[src/rtl/core/svfbb_pkg.sv]
// Shared types, constants and the microcode program of the bell band filter.
package svfbb_pkg;

  localparam int CHANNELS = 8;
  localparam int ChIdxW   = (CHANNELS > 1) ? $clog2(CHANNELS) : 1;
  localparam int ChanW    = 3;
  localparam int SampleW  = 24;
  localparam int CoefW    = 31;
  localparam int CfgDataW = 32;
  localparam int CfgIdxW  = 8;
  localparam int StW      = 36;
  localparam int CW       = 32;
  localparam int FracW    = 28;
  localparam int AccW     = StW + 2;
  localparam int PcW      = 4;

  localparam logic [CfgIdxW-1:0] REG_WARP_GAIN       = CfgIdxW'(0);
  localparam logic [CfgIdxW-1:0] REG_DAMPING         = CfgIdxW'(1);
  localparam logic [CfgIdxW-1:0] REG_BELL_AMPLITUDE  = CfgIdxW'(2);
  localparam logic [CfgIdxW-1:0] REG_LOOP_NORMALIZER = CfgIdxW'(3);

  localparam logic [CoefW-1:0] COEF_ONE = CoefW'(1) << FracW;

  localparam logic [PcW-1:0] STEP_IDLE = PcW'(0);
  localparam logic [PcW-1:0] STEP_PASS = PcW'(14);

  typedef enum logic [3:0] {
    OP_NONE, OP_LATCH, OP_LOAD, OP_DIFF, OP_COEF, OP_SUM1, OP_V1,
    OP_S1, OP_V2, OP_S2, OP_OUT, OP_PASS
  } op_e;

  typedef enum logic [1:0] {MUL_NONE, MUL_LO, MUL_HI} mul_e;
  typedef enum logic [1:0] {A_K, A_T, A_V1} asel_e;
  typedef enum logic [1:0] {C_AM1, C_G, C_H, C_C} csel_e;
  typedef enum logic [1:0] {JC_NEXT, JC_WAIT_IN, JC_PASS, JC_WAIT_OUT} jc_e;

  typedef struct packed {
    op_e            op;
    mul_e           mul;
    asel_e          sela;
    csel_e          selc;
    jc_e            jc;
    logic [PcW-1:0] target;
  } ctrl_t;

  typedef struct packed {
    logic pass;
    logic out_busy;
  } stat_t;

  typedef struct packed {
    logic [CoefW-1:0] g;
    logic [CoefW-1:0] k;
    logic [CoefW-1:0] a;
    logic [CoefW-1:0] h;
  } coef_t;

  function automatic ctrl_t ucode(input logic [PcW-1:0] pc);
    ctrl_t w;
    case (pc)
      4'd0:    w = '{OP_LATCH, MUL_NONE, A_T,  C_G,   JC_WAIT_IN,  STEP_IDLE};
      4'd1:    w = '{OP_LOAD,  MUL_LO,   A_K,  C_AM1, JC_PASS,     STEP_PASS};
      4'd2:    w = '{OP_DIFF,  MUL_HI,   A_K,  C_AM1, JC_NEXT,     STEP_IDLE};
      4'd3:    w = '{OP_COEF,  MUL_LO,   A_T,  C_G,   JC_NEXT,     STEP_IDLE};
      4'd4:    w = '{OP_NONE,  MUL_HI,   A_T,  C_G,   JC_NEXT,     STEP_IDLE};
      4'd5:    w = '{OP_SUM1,  MUL_NONE, A_T,  C_G,   JC_NEXT,     STEP_IDLE};
      4'd6:    w = '{OP_NONE,  MUL_LO,   A_T,  C_H,   JC_NEXT,     STEP_IDLE};
      4'd7:    w = '{OP_NONE,  MUL_HI,   A_T,  C_H,   JC_NEXT,     STEP_IDLE};
      4'd8:    w = '{OP_V1,    MUL_NONE, A_V1, C_G,   JC_NEXT,     STEP_IDLE};
      4'd9:    w = '{OP_NONE,  MUL_LO,   A_V1, C_G,   JC_NEXT,     STEP_IDLE};
      4'd10:   w = '{OP_S1,    MUL_HI,   A_V1, C_G,   JC_NEXT,     STEP_IDLE};
      4'd11:   w = '{OP_V2,    MUL_LO,   A_V1, C_C,   JC_NEXT,     STEP_IDLE};
      4'd12:   w = '{OP_S2,    MUL_HI,   A_V1, C_C,   JC_NEXT,     STEP_IDLE};
      4'd13:   w = '{OP_OUT,   MUL_NONE, A_T,  C_G,   JC_WAIT_OUT, STEP_IDLE};
      4'd14:   w = '{OP_PASS,  MUL_NONE, A_T,  C_G,   JC_WAIT_OUT, STEP_IDLE};
      default: w = '{OP_NONE,  MUL_NONE, A_T,  C_G,   JC_WAIT_OUT, STEP_IDLE};
    endcase
    return w;
  endfunction

endpackage

[src/rtl/core/svfbb_if.sv]
// Channel interfaces: sample input, filtered output and register writes.
interface svfbb_in_if;
  logic                                valid;
  logic                                ready;
  logic [svfbb_pkg::ChanW-1:0]         channel;
  logic signed [svfbb_pkg::SampleW-1:0] sample_in;
  modport source (output valid, channel, sample_in, input ready);
  modport sink (input valid, channel, sample_in, output ready);
endinterface

interface svfbb_out_if;
  logic                                valid;
  logic                                ready;
  logic [svfbb_pkg::ChanW-1:0]         channel_out;
  logic signed [svfbb_pkg::SampleW-1:0] sample_out;
  modport source (output valid, channel_out, sample_out, input ready);
  modport sink (input valid, channel_out, sample_out, output ready);
endinterface

interface svfbb_cfg_if;
  logic                           valid;
  logic                           ready;
  logic [svfbb_pkg::CfgIdxW-1:0]  index;
  logic [svfbb_pkg::CfgDataW-1:0] data;
  modport source (output valid, index, data, input ready);
  modport sink (input valid, index, data, output ready);
endinterface

[src/rtl/core/svf_bell_band_filter_unit.sv]
// Bell band filter top level: coefficient registers, sequencer and datapath.
// A channel outside the state range passes straight through.
// One item is processed at a time on the shared 36x16 multiplier, which runs five
// two-pass products per item. The output register frees the next input early.
// Reset: integrators cleared in place, coefficients set to pass-through; no sweep.
module svf_bell_band_filter_unit (
  input  logic        clk_i,
  input  logic        rst_ni,
  svfbb_in_if.sink    in_i,
  svfbb_out_if.source out_o,
  svfbb_cfg_if.sink   cfg_i
);
  import svfbb_pkg::*;

  coef_t coef_q;
  ctrl_t ctrl;
  stat_t stat;
  logic  en;

  always_ff @(posedge clk_i or negedge rst_ni) begin
    if (!rst_ni) begin
      coef_q.g <= '0;
      coef_q.k <= '0;
      coef_q.a <= COEF_ONE;
      coef_q.h <= COEF_ONE;
    end else if (cfg_i.valid) begin
      case (cfg_i.index)
        REG_WARP_GAIN:       coef_q.g <= cfg_i.data[CoefW-1:0];
        REG_DAMPING:         coef_q.k <= cfg_i.data[CoefW-1:0];
        REG_BELL_AMPLITUDE:  coef_q.a <= cfg_i.data[CoefW-1:0];
        REG_LOOP_NORMALIZER: coef_q.h <= cfg_i.data[CoefW-1:0];
        default: ;
      endcase
    end
  end

  assign cfg_i.ready = 1'b1;

  svfbb_seq u_seq (
    .clk_i      (clk_i),
    .rst_ni     (rst_ni),
    .in_valid_i (in_i.valid),
    .stat_i     (stat),
    .ctrl_o     (ctrl),
    .en_o       (en),
    .in_ready_o (in_i.ready)
  );

  svfbb_dp u_dp (
    .clk_i         (clk_i),
    .rst_ni        (rst_ni),
    .ctrl_i        (ctrl),
    .en_i          (en),
    .coef_i        (coef_q),
    .in_channel_i  (in_i.channel),
    .in_sample_i   (in_i.sample_in),
    .out_ready_i   (out_o.ready),
    .out_valid_o   (out_o.valid),
    .out_channel_o (out_o.channel_out),
    .out_sample_o  (out_o.sample_out),
    .stat_o        (stat)
  );

endmodule

[src/rtl/core/svfbb_mul.sv]
// Shared Q12.24 by Q4.28 multiplier: two 36x16 passes, rounding and saturation.
module svfbb_mul (
  input  logic                            clk_i,
  input  svfbb_pkg::mul_e                 op_i,
  input  logic signed [svfbb_pkg::StW-1:0] a_i,
  input  logic signed [svfbb_pkg::CW-1:0]  c_i,
  output logic signed [svfbb_pkg::StW-1:0] prod_o
);
  import svfbb_pkg::*;

  localparam int HalfW = CW / 2;
  localparam int ProdW = StW + CW;
  localparam int RW    = ProdW - FracW;
  localparam logic [ProdW-1:0] RND = ProdW'(1) << (FracW - 1);

  logic [StW-1:0]       ma;
  logic [CW-1:0]        mc;
  logic [StW+HalfW-1:0] pp_lo;
  logic [StW+HalfW-1:0] pp_hi;
  logic [ProdW-1:0]     p_d, p_q;
  logic                 neg_d, neg_q;
  logic [RW-1:0]        r;
  logic                 pos_ovf, neg_ovf;

  always_comb begin
    ma    = a_i[StW-1] ? (~a_i + 1'b1) : a_i;
    mc    = c_i[CW-1] ? (~c_i + 1'b1) : c_i;
    pp_lo = ma * mc[HalfW-1:0];
    pp_hi = ma * mc[CW-1:HalfW];
    p_d   = p_q;
    neg_d = neg_q;
    case (op_i)
      MUL_LO: p_d = ProdW'(pp_lo);
      MUL_HI: begin
        p_d   = p_q + {pp_hi, {HalfW{1'b0}}} + RND;
        neg_d = a_i[StW-1] ^ c_i[CW-1];
      end
      default: ;
    endcase
  end

  always_ff @(posedge clk_i) begin
    p_q   <= p_d;
    neg_q <= neg_d;
  end

  always_comb begin
    r       = p_q[ProdW-1:FracW];
    pos_ovf = |r[RW-1:StW-1];
    neg_ovf = (|r[RW-1:StW]) || (r[StW-1] && (|r[StW-2:0]));
    if (neg_q) begin
      prod_o = neg_ovf ? {1'b1, {(StW-1){1'b0}}} : -StW'(r);
    end else begin
      prod_o = pos_ovf ? {1'b0, {(StW-1){1'b1}}} : StW'(r);
    end
  end

endmodule

[src/rtl/core/svfbb_dp.sv]
// Datapath: integrator state, working registers, saturating adder, output register.
module svfbb_dp (
  input  logic                                clk_i,
  input  logic                                rst_ni,
  input  svfbb_pkg::ctrl_t                    ctrl_i,
  input  logic                                en_i,
  input  svfbb_pkg::coef_t                    coef_i,
  input  logic [svfbb_pkg::ChanW-1:0]         in_channel_i,
  input  logic signed [svfbb_pkg::SampleW-1:0] in_sample_i,
  input  logic                                out_ready_i,
  output logic                                out_valid_o,
  output logic [svfbb_pkg::ChanW-1:0]         out_channel_o,
  output logic signed [svfbb_pkg::SampleW-1:0] out_sample_o,
  output svfbb_pkg::stat_t                    stat_o
);
  import svfbb_pkg::*;

  logic [ChanW-1:0]          ch_q;
  logic [ChIdxW-1:0]         ch_idx;
  logic signed [SampleW-1:0] x_q;
  logic signed [SampleW:0]   x24;
  logic signed [StW-1:0]     s1_q, s2_q, t_q, v1_q, v2_q;
  logic signed [CW-1:0]      c_q;
  logic signed [StW-1:0]     st1_q [CHANNELS];
  logic signed [StW-1:0]     st2_q [CHANNELS];
  logic                      out_valid_q;
  logic [ChanW-1:0]          och_q;
  logic signed [SampleW-1:0] osmp_q;

  mul_e                      mul_op;
  logic signed [StW-1:0]     mul_a;
  logic signed [CW-1:0]      mul_c;
  logic signed [StW-1:0]     prod;
  logic signed [CW-1:0]      prod32;

  logic signed [AccW-1:0]    add_a, add_b, add_s;
  logic signed [StW-1:0]     add_sat;
  logic signed [AccW-1:0]    y, yr;
  logic signed [SampleW-1:0] yq;

  assign ch_idx = ChIdxW'(ch_q);
  assign x24    = {x_q, 1'b0};
  assign mul_op = en_i ? ctrl_i.mul : MUL_NONE;

  always_comb begin
    case (ctrl_i.sela)
      A_K:     mul_a = {{(StW-CoefW){1'b0}}, coef_i.k};
      A_V1:    mul_a = v1_q;
      default: mul_a = t_q;
    endcase
    case (ctrl_i.selc)
      C_AM1:   mul_c = {1'b0, coef_i.a} - {1'b0, COEF_ONE};
      C_H:     mul_c = {1'b0, coef_i.h};
      C_C:     mul_c = c_q;
      default: mul_c = {1'b0, coef_i.g};
    endcase
  end

  svfbb_mul u_mul (
    .clk_i  (clk_i),
    .op_i   (mul_op),
    .a_i    (mul_a),
    .c_i    (mul_c),
    .prod_o (prod)
  );

  always_comb begin
    case (ctrl_i.op)
      OP_DIFF: begin
        add_a = AccW'(x24);
        add_b = -AccW'(s2_q);
      end
      OP_SUM1: begin
        add_a = AccW'(s1_q);
        add_b = AccW'(prod);
      end
      OP_V2: begin
        add_a = AccW'(s2_q);
        add_b = AccW'(prod);
      end
      OP_S1: begin
        add_a = AccW'(v1_q) <<< 1;
        add_b = -AccW'(s1_q);
      end
      OP_S2: begin
        add_a = AccW'(v2_q) <<< 1;
        add_b = -AccW'(s2_q);
      end
      default: begin
        add_a = AccW'(x24);
        add_b = AccW'(prod);
      end
    endcase
    add_s = add_a + add_b;
    if ((&add_s[AccW-1:StW-1]) || !(|add_s[AccW-1:StW-1])) begin
      add_sat = StW'(add_s);
    end else begin
      add_sat = add_s[AccW-1] ? {1'b1, {(StW-1){1'b0}}} : {1'b0, {(StW-1){1'b1}}};
    end
  end

  // output: x + e, rounded half up to Q1.23 and saturated
  always_comb begin
    y  = AccW'(x24) + AccW'(prod);
    yr = (y + AccW'(1)) >>> 1;
    if ((&yr[AccW-1:SampleW-1]) || !(|yr[AccW-1:SampleW-1])) begin
      yq = SampleW'(yr);
    end else begin
      yq = yr[AccW-1] ? {1'b1, {(SampleW-1){1'b0}}} : {1'b0, {(SampleW-1){1'b1}}};
    end
    if ((&prod[StW-1:CW-1]) || !(|prod[StW-1:CW-1])) begin
      prod32 = CW'(prod);
    end else begin
      prod32 = prod[StW-1] ? {1'b1, {(CW-1){1'b0}}} : {1'b0, {(CW-1){1'b1}}};
    end
  end

  always_ff @(posedge clk_i or negedge rst_ni) begin
    if (!rst_ni) begin
      out_valid_q <= 1'b0;
      st1_q       <= '{default: '0};
      st2_q       <= '{default: '0};
    end else begin
      if (out_valid_q && out_ready_i) begin
        out_valid_q <= 1'b0;
      end
      if (en_i && (ctrl_i.op == OP_OUT || ctrl_i.op == OP_PASS)) begin
        out_valid_q <= 1'b1;
      end
      if (en_i && ctrl_i.op == OP_OUT) begin
        st1_q[ch_idx] <= s1_q;
        st2_q[ch_idx] <= s2_q;
      end
    end
  end

  always_ff @(posedge clk_i) begin
    if (en_i) begin
      case (ctrl_i.op)
        OP_LATCH: begin
          ch_q <= in_channel_i;
          x_q  <= in_sample_i;
        end
        OP_LOAD: begin
          s1_q <= st1_q[ch_idx];
          s2_q <= st2_q[ch_idx];
        end
        OP_DIFF, OP_SUM1: t_q <= add_sat;
        OP_COEF:          c_q <= prod32;
        OP_V1:            v1_q <= prod;
        OP_S1:            s1_q <= add_sat;
        OP_V2:            v2_q <= add_sat;
        OP_S2:            s2_q <= add_sat;
        OP_OUT: begin
          och_q  <= ch_q;
          osmp_q <= yq;
        end
        OP_PASS: begin
          och_q  <= ch_q;
          osmp_q <= x_q;
        end
        default: ;
      endcase
    end
  end

  assign out_valid_o     = out_valid_q;
  assign out_channel_o   = och_q;
  assign out_sample_o    = osmp_q;
  assign stat_o.pass     = (int'(ch_q) >= CHANNELS);
  assign stat_o.out_busy = out_valid_q && !out_ready_i;

endmodule

[src/rtl/core/svfbb_seq.sv]
// Microcode sequencer: step counter, program table lookup and jump logic.
module svfbb_seq (
  input  logic                clk_i,
  input  logic                rst_ni,
  input  logic                in_valid_i,
  input  svfbb_pkg::stat_t    stat_i,
  output svfbb_pkg::ctrl_t    ctrl_o,
  output logic                en_o,
  output logic                in_ready_o
);
  import svfbb_pkg::*;

  logic [PcW-1:0] pc_d, pc_q;
  ctrl_t          cw;
  logic           stall;

  always_comb begin
    cw    = ucode(pc_q);
    stall = (cw.jc == JC_WAIT_IN && !in_valid_i) ||
            (cw.jc == JC_WAIT_OUT && stat_i.out_busy);
    pc_d  = pc_q;
    if (!stall) begin
      case (cw.jc)
        JC_PASS:     pc_d = stat_i.pass ? cw.target : pc_q + 1'b1;
        JC_WAIT_OUT: pc_d = cw.target;
        default:     pc_d = pc_q + 1'b1;
      endcase
    end
  end

  always_ff @(posedge clk_i or negedge rst_ni) begin
    if (!rst_ni) begin
      pc_q <= STEP_IDLE;
    end else begin
      pc_q <= pc_d;
    end
  end

  assign ctrl_o     = cw;
  assign en_o       = !stall;
  assign in_ready_o = (cw.op == OP_LATCH);

endmodule
[src/flat_wrapper.sv]
// flat-port wrapper written by rule: the top's interface ports become plain ports
module svf_bell_band_filter_unit_flat import svfbb_pkg::*;
  (clk_i, rst_ni, in_i_valid, in_i_channel, in_i_sample_in, in_i_ready, out_o_valid, out_o_channel_out, out_o_sample_out, out_o_ready, cfg_i_valid, cfg_i_index, cfg_i_data, cfg_i_ready);
  svfbb_in_if in_i_i ();
  svfbb_out_if out_o_i ();
  svfbb_cfg_if cfg_i_i ();
  input  logic clk_i;
  input  logic rst_ni;
  input wire logic [$bits(in_i_i.valid)-1:0] in_i_valid;
  input wire logic [$bits(in_i_i.channel)-1:0] in_i_channel;
  input wire logic [$bits(in_i_i.sample_in)-1:0] in_i_sample_in;
  output wire logic [$bits(in_i_i.ready)-1:0] in_i_ready;
  output wire logic [$bits(out_o_i.valid)-1:0] out_o_valid;
  output wire logic [$bits(out_o_i.channel_out)-1:0] out_o_channel_out;
  output wire logic [$bits(out_o_i.sample_out)-1:0] out_o_sample_out;
  input wire logic [$bits(out_o_i.ready)-1:0] out_o_ready;
  input wire logic [$bits(cfg_i_i.valid)-1:0] cfg_i_valid;
  input wire logic [$bits(cfg_i_i.index)-1:0] cfg_i_index;
  input wire logic [$bits(cfg_i_i.data)-1:0] cfg_i_data;
  output wire logic [$bits(cfg_i_i.ready)-1:0] cfg_i_ready;
  assign in_i_i.valid = in_i_valid;
  assign in_i_i.channel = in_i_channel;
  assign in_i_i.sample_in = in_i_sample_in;
  assign in_i_ready = in_i_i.ready;
  assign out_o_valid = out_o_i.valid;
  assign out_o_channel_out = out_o_i.channel_out;
  assign out_o_sample_out = out_o_i.sample_out;
  assign out_o_i.ready = out_o_ready;
  assign cfg_i_i.valid = cfg_i_valid;
  assign cfg_i_i.index = cfg_i_index;
  assign cfg_i_i.data = cfg_i_data;
  assign cfg_i_ready = cfg_i_i.ready;
  svf_bell_band_filter_unit u_core (.clk_i(clk_i), .rst_ni(rst_ni), .in_i(in_i_i), .out_o(out_o_i), .cfg_i(cfg_i_i));
endmodule
[config.mk]
export PLATFORM = sky130hd
export DESIGN_NAME = svf_bell_band_filter_unit_flat
export DESIGN_NICKNAME = d
export VERILOG_FILES = /design/src/rtl/core/svfbb_pkg.sv /design/src/rtl/core/svfbb_if.sv /design/src/rtl/core/svf_bell_band_filter_unit.sv /design/src/rtl/core/svfbb_mul.sv /design/src/rtl/core/svfbb_dp.sv /design/src/rtl/core/svfbb_seq.sv /design/src/flat_wrapper.sv
export SDC_FILE = /design/constraint.sdc
export NUM_CORES = 2
export LEC_CHECK = 0
export BUFFER_PORTS_ARGS = -buffer_cell sky130_fd_sc_hd__buf_2
export CAP_MARGIN = 20
export CORE_MARGIN = 4
export CORE_UTILIZATION = 60
export DETAILED_ROUTE_END_ITERATION = 16
export PLACE_DENSITY = 0.76
export SYNTH_ARGS = -nofsm -noshare
export SYNTH_HDL_FRONTEND = slang
export SYNTH_HIERARCHICAL = 1
export SYNTH_SLANG_ARGS = --single-unit
export TNS_END_PERCENT = 30
[constraint.sdc]
create_clock -name clk_i -period 21.5 [get_ports clk_i]
set_clock_uncertainty 0.1 [all_clocks]
set_input_delay 4.3 -clock clk_i [delete_from_list [all_inputs] [get_ports clk_i]]
set_output_delay 4.3 -clock clk_i [all_outputs]
set_load 0.02 [all_outputs]
Word level (Yosys, flattened, before mapping)
Memories as Yosys holds them, arrays and structs flattened.
Index checks and enable logic that the tools add are counted.
Cells by class
  magnitude comparators: 2
  bitwise gates (word level): 5
  reductions and logical operators: 53
  shift-type cells: 0
  multipliers: 2
  div/mod/pow operators: 0
  add/sub/neg operators: 12
  equality and inequality tests: 21
  muxes and demuxes: 33
Operators by type and width (number)
  288-bit bitwise mux: 2
  36-bit two-way mux: 11
  36-bit binary-select mux with 3-bit select: 2
  36-bit one-hot mux with 2 select lines: 3
  38-bit one-hot mux with 4 select lines: 1
  68-bit one-hot mux with 2 select lines: 1
  36-bit demux with 3-bit select: 1
  36-bit by 16-bit multiplier with 52-bit output: 2
  32-bit two-way mux: 3
  32-bit one-hot mux with 3 select lines: 1
  36-bit negation with 38-bit output: 2
  38-bit one-hot mux with 2 select lines: 1
  68-bit by 28-bit adder with 68-bit output (second input constant): 1
  68-bit adder: 1
  24-bit two-way mux: 2
  24-bit one-hot mux with 2 select lines: 1
  37-bit by 2-bit adder with 38-bit output (second input constant): 1
  38-bit adder: 1
  25-bit by 36-bit adder with 37-bit output: 1
  36-bit by 1-bit adder with 36-bit output (second input constant): 1
  36-bit negation: 1
  36-bit NOT: 1
  35-bit OR reduction: 1
  32-bit by 1-bit adder with 32-bit output (second input constant): 1
  34 further kinds: 85
Word-level totals
  latch bits: 0
  bits in registers: 1040
  bits in writable memories: 0
  memories kept: 1
  output and inout port bits: 30
  input bits: 72
  logic and storage cells: 163
  memory bits (read-only): 240
Memories
  (no name shown): words 16, bits a word 15, read ports 1, clocked after memory_dff 0, wr ports 0, line svfbb_pkg.sv:60  | case (pc)

Logic depth before layout (Yosys ltp)
  depth after elaboration: 12
  mapped depth: 55
  gate-level depth less buffers: 51

Modules after synthesis
The synthesis kept the hierarchy.
Modules (own cells, without submodules)
  svfbb_dp: area an instance 43815.8 um^2, instances 1, cells each 3731
  svfbb_mul: area an instance 42462.0 um^2, instances 1, cells each 5050
  svf_bell_band_filter_unit: area an instance 4703.3 um^2, instances 1, cells each 268
  svfbb_seq: area an instance 623.1 um^2, instances 1, cells each 77

Least setup slack after synthesis
OpenSTA, ideal clock, no wires.
  kind: flip-flop to flip-flop
  start: reg u_core.u_seq.pc_q[0]
  end: reg u_core.u_dp.u_mul.p_q[63] (data pin)
  required time: 21.134 ns
  library setup time: 0.266 ns
  cell stages (with the launch flop): 49
  path slack: 8.185 ns
  arrival: 12.950 ns
  period minus slack after synthesis: 13.315 ns
  cell sequence: dfrtp_1 > inv_1 > ha_1 > nand2_1 > a21o_1 > clkbuf_1 > buf_1 > mux4_2 > or4_1 > or4_4 > or4_4 > or2_4 > or4_4 > o31ai_1 > xnor2_1 > clkbuf_1 > nand2_1 > fa_1 > [... 13 more ...] > a2111oi_0 > o21ai_0 > nand2_1 > a21boi_0 > o21ai_0 > a2111oi_0 > nor3_1 > ha_1 > ha_1 > a21o_1 > a21o_1 > a21oi_1 > o21ai_0 > a221o_1 > a22oi_1 > nor2b_1 > xor2_1 > nor2_1
RTL lines
  start: declaration: line svfbb_seq.sv:13  | logic [PcW-1:0] pc_d, pc_q;
  start signal: assignment: line svfbb_seq.sv:35  | pc_q <= pc_d;
  end signal: assignment: line svfbb_mul.sv:43  | p_q <= p_d;
  end: declaration: line svfbb_mul.sv:20  | logic [ProdW-1:0] p_d, p_q;

==> results.md <==
* Layout cells sized above 1 at 16.04%
* Die Footprint at 158900 µm²
* RePlAce Congestion at slightly below 1
* Peak per-stage delay on the critical path at slightly below 1 ns
* Setup TNS at 0 ns
* CTS tree: yes
* Mapped Cells at 9121
* Die Ht at 398.7 µm
* Total gr overflow at 0
* Largest net degree at the start of global routing at 120
* CP Launch Type: flop
* Hold WC Path Type: reg -> reg
* Core area at roughly 150000 µm²
* WL per Instance at 26.24 µm
* Setup violations, final at 0
* Period utilisation layout at about 76%
* Syn_area_per_cell at 10.04 µm²
* Worst-Margin Slew at 1.284 ns
* Detailed-route via count at 71930
* Most used cell, CP: fa_1
* Setup CP Type: reg -> reg
* H-tree Lvls at 3
* CP required at 21.83 ns
* R2R Setup Slk at roughly 5.2 ns
* Worst-Skew Late Latency at ~0.71 ns
* CTS buffer count at 96
* DP Worst Slack at 5.397 ns
* Vias per cell at ~6.5
* PnR worst setup slack at 5.183 ns
* Max-slew violations at 0
* Io pins at 102
* Area Growth Syn to Fin at 7.205%
* Number of core rows at 143
* Maxcap violations at 0
* Postcts setup bufs at 0
* Mapped cell area at 91570 µm²
* Syn_nets at around 11000
* Crit-path max FO at 33
* First-pass GRT wire length at 447200 µm
* RSZ-0062 raised after global routing: no
* Total Wirelength at 291800 µm
* Vias in the first global route at 74940
* Port bufs at 99
* Status: complete, no violations
* Drc violations at 0
* Die Wd at 398.7 µm
* All-Layer GR Usage at 36.96%
* Initial Util at 60.36%
* HPWL after DPL at 211800 µm
* Clk slew on worst S/H paths at 0.06 ns
* Post-CTS sizing at 0
* DRT iter0 DRCs at 7650
* # clock sinks at 1024
* Antenna-violating nets left at 0
* DRT Pass-1 Iters at 9
* Worst path slowest cell: mux4_2
* Slew Limit Headroom at 13.47%
* Root buffer cell: clkbuf_16
* Nets at between 10000 and 15000
* Critical path arrival at 16.65 ns
* FMAX at between 0.06 and 0.07 GHz
* Setup crit end kind: flop
* Clock Path Buffers at 3
* Synth warnings at 6
* # hold bufs at CTS at 0
* Initial antenna violation count at 24
* Final hold vios at 0
* Tmin final at 16.32 ns
per-stage QoR:
step	instances	hold slack, ns	utilization (%)	cell area, µm²
2_1_floorplan	9121	0.3524	-	91570
6_report	11120	0.4034	64.70	98170
3_5_place_dp	10920	0.3883	62.51	94850
3_3_place_gp	10910	0.3722	62.48	94800
4_1_cts	11100	0.4040	64.64	98070
5_1_grt	11110	0.4146	64.68	98130
final cells by class:
type                            count  area (µm²)
Multi-Input combinational cell   6489       58910
Fill cell                       12000       53550
Sequential cell                  1024       27220
Inverter                         1048        3934
Clock buffer                      134        2751
Tap cell                         2030        2540
Timing Repair Buffer              336        2301
Clock inverter                     47       471.7
Antenna cell                       15       37.54
path summary, 6_finish.rpt:
path,start,end,cells past startpoint
max,u_core/u_seq/pc_q[0]$_DFFE_PN0N_,u_core/u_dp/u_mul/p_q[62]$_SDFFCE_PN0P_,50
min,u_core/u_dp/st2_q[7]$_DFFE_PN0P_,u_core/u_dp/st2_q[7]$_DFFE_PN0P_,1
max reg2reg,u_core/u_seq/pc_q[0]$_DFFE_PN0N_,u_core/u_dp/u_mul/p_q[62]$_SDFFCE_PN0P_,50
min reg2reg,u_core/u_dp/st2_q[7]$_DFFE_PN0P_,u_core/u_dp/st2_q[7]$_DFFE_PN0P_,1
max in group asynchronous,rst_ni,u_core/u_dp/st2_q[5]$_DFFE_PN0P_,4
min in group asynchronous,rst_ni,u_core/u_dp/st2_q[102]$_DFFE_PN0P_,1
routing by layer:
metal	track usage, %	wire length [µm]
met5	0	80
met4	21.64	20960
met3	8.273	30420
met2	59.31	133300
met1	46.20	107100
worst max-delay path, delay by kind of cell, from the launching register on:
kind                       cells  cell delay (ns)
adders and majority gates     11             4.85
xor gates and xnor gates       2             0.36
and+or+nand+nor               17             4.70
muxes                          1             0.99
buffers and inverters          8             1.78
DFF                            1             0.46
AOI/OAI and AO/OA             11             2.79
cell usage in the layout (no fill, tap or decap), types with 38 or more instances in the layout:
master and instances:
a211oi_1 68, a21o_1 142, a21oi_1 427, a221oi_1 42, a222oi_1 40, a22o_1 48
a22oi_1 101, a31oi_1 47, and2_1 53, buf_2 99, buf_4 229, clkbuf_16 100
dfrtp_1 703, edfxtp_1 319, fa_1 950, ha_1 431, inv_1 1044, mux2_2 742
mux2i_1 71, mux4_2 40, nand2_1 1215, nand3_1 97, nor2_1 567, nor2b_1 40
nor3_1 69, o21ai_0 299, or3_1 39, xnor2_1 145, xnor2_2 38, xor2_1 141
registers in the layout, indices dropped and copies added (netlist names):
| register | flops |
|---|---|
| u_core/u_dp/u_mul/neg_q | 1 |
| u_core/coef_q | 124 |
| u_core/u_dp/v2_q | 36 |
| u_core/u_dp/out_channel_o | 3 |
| u_core/u_dp/u_mul/p_q | 52 |
| u_core/u_dp/st2_q | 288 |
| u_core/u_dp/ch_idx | 3 |
| u_core/u_dp/x_q | 24 |
| u_core/u_dp/out_valid_o | 1 |
| u_core/u_dp/c_q | 32 |
| u_core/u_seq/pc_q | 4 |
| u_core/u_dp/st1_q | 288 |
| u_core/u_dp/s1_q | 36 |
| u_core/u_dp/t_q | 36 |
| u_core/u_dp/out_sample_o | 24 |
| u_core/u_dp/v1_q | 36 |
| u_core/u_dp/s2_q | 36 |
Power is left out: the tool's default activity adds up to more than one toggle a clock period on the data nets, which glitch-free logic cannot reach.
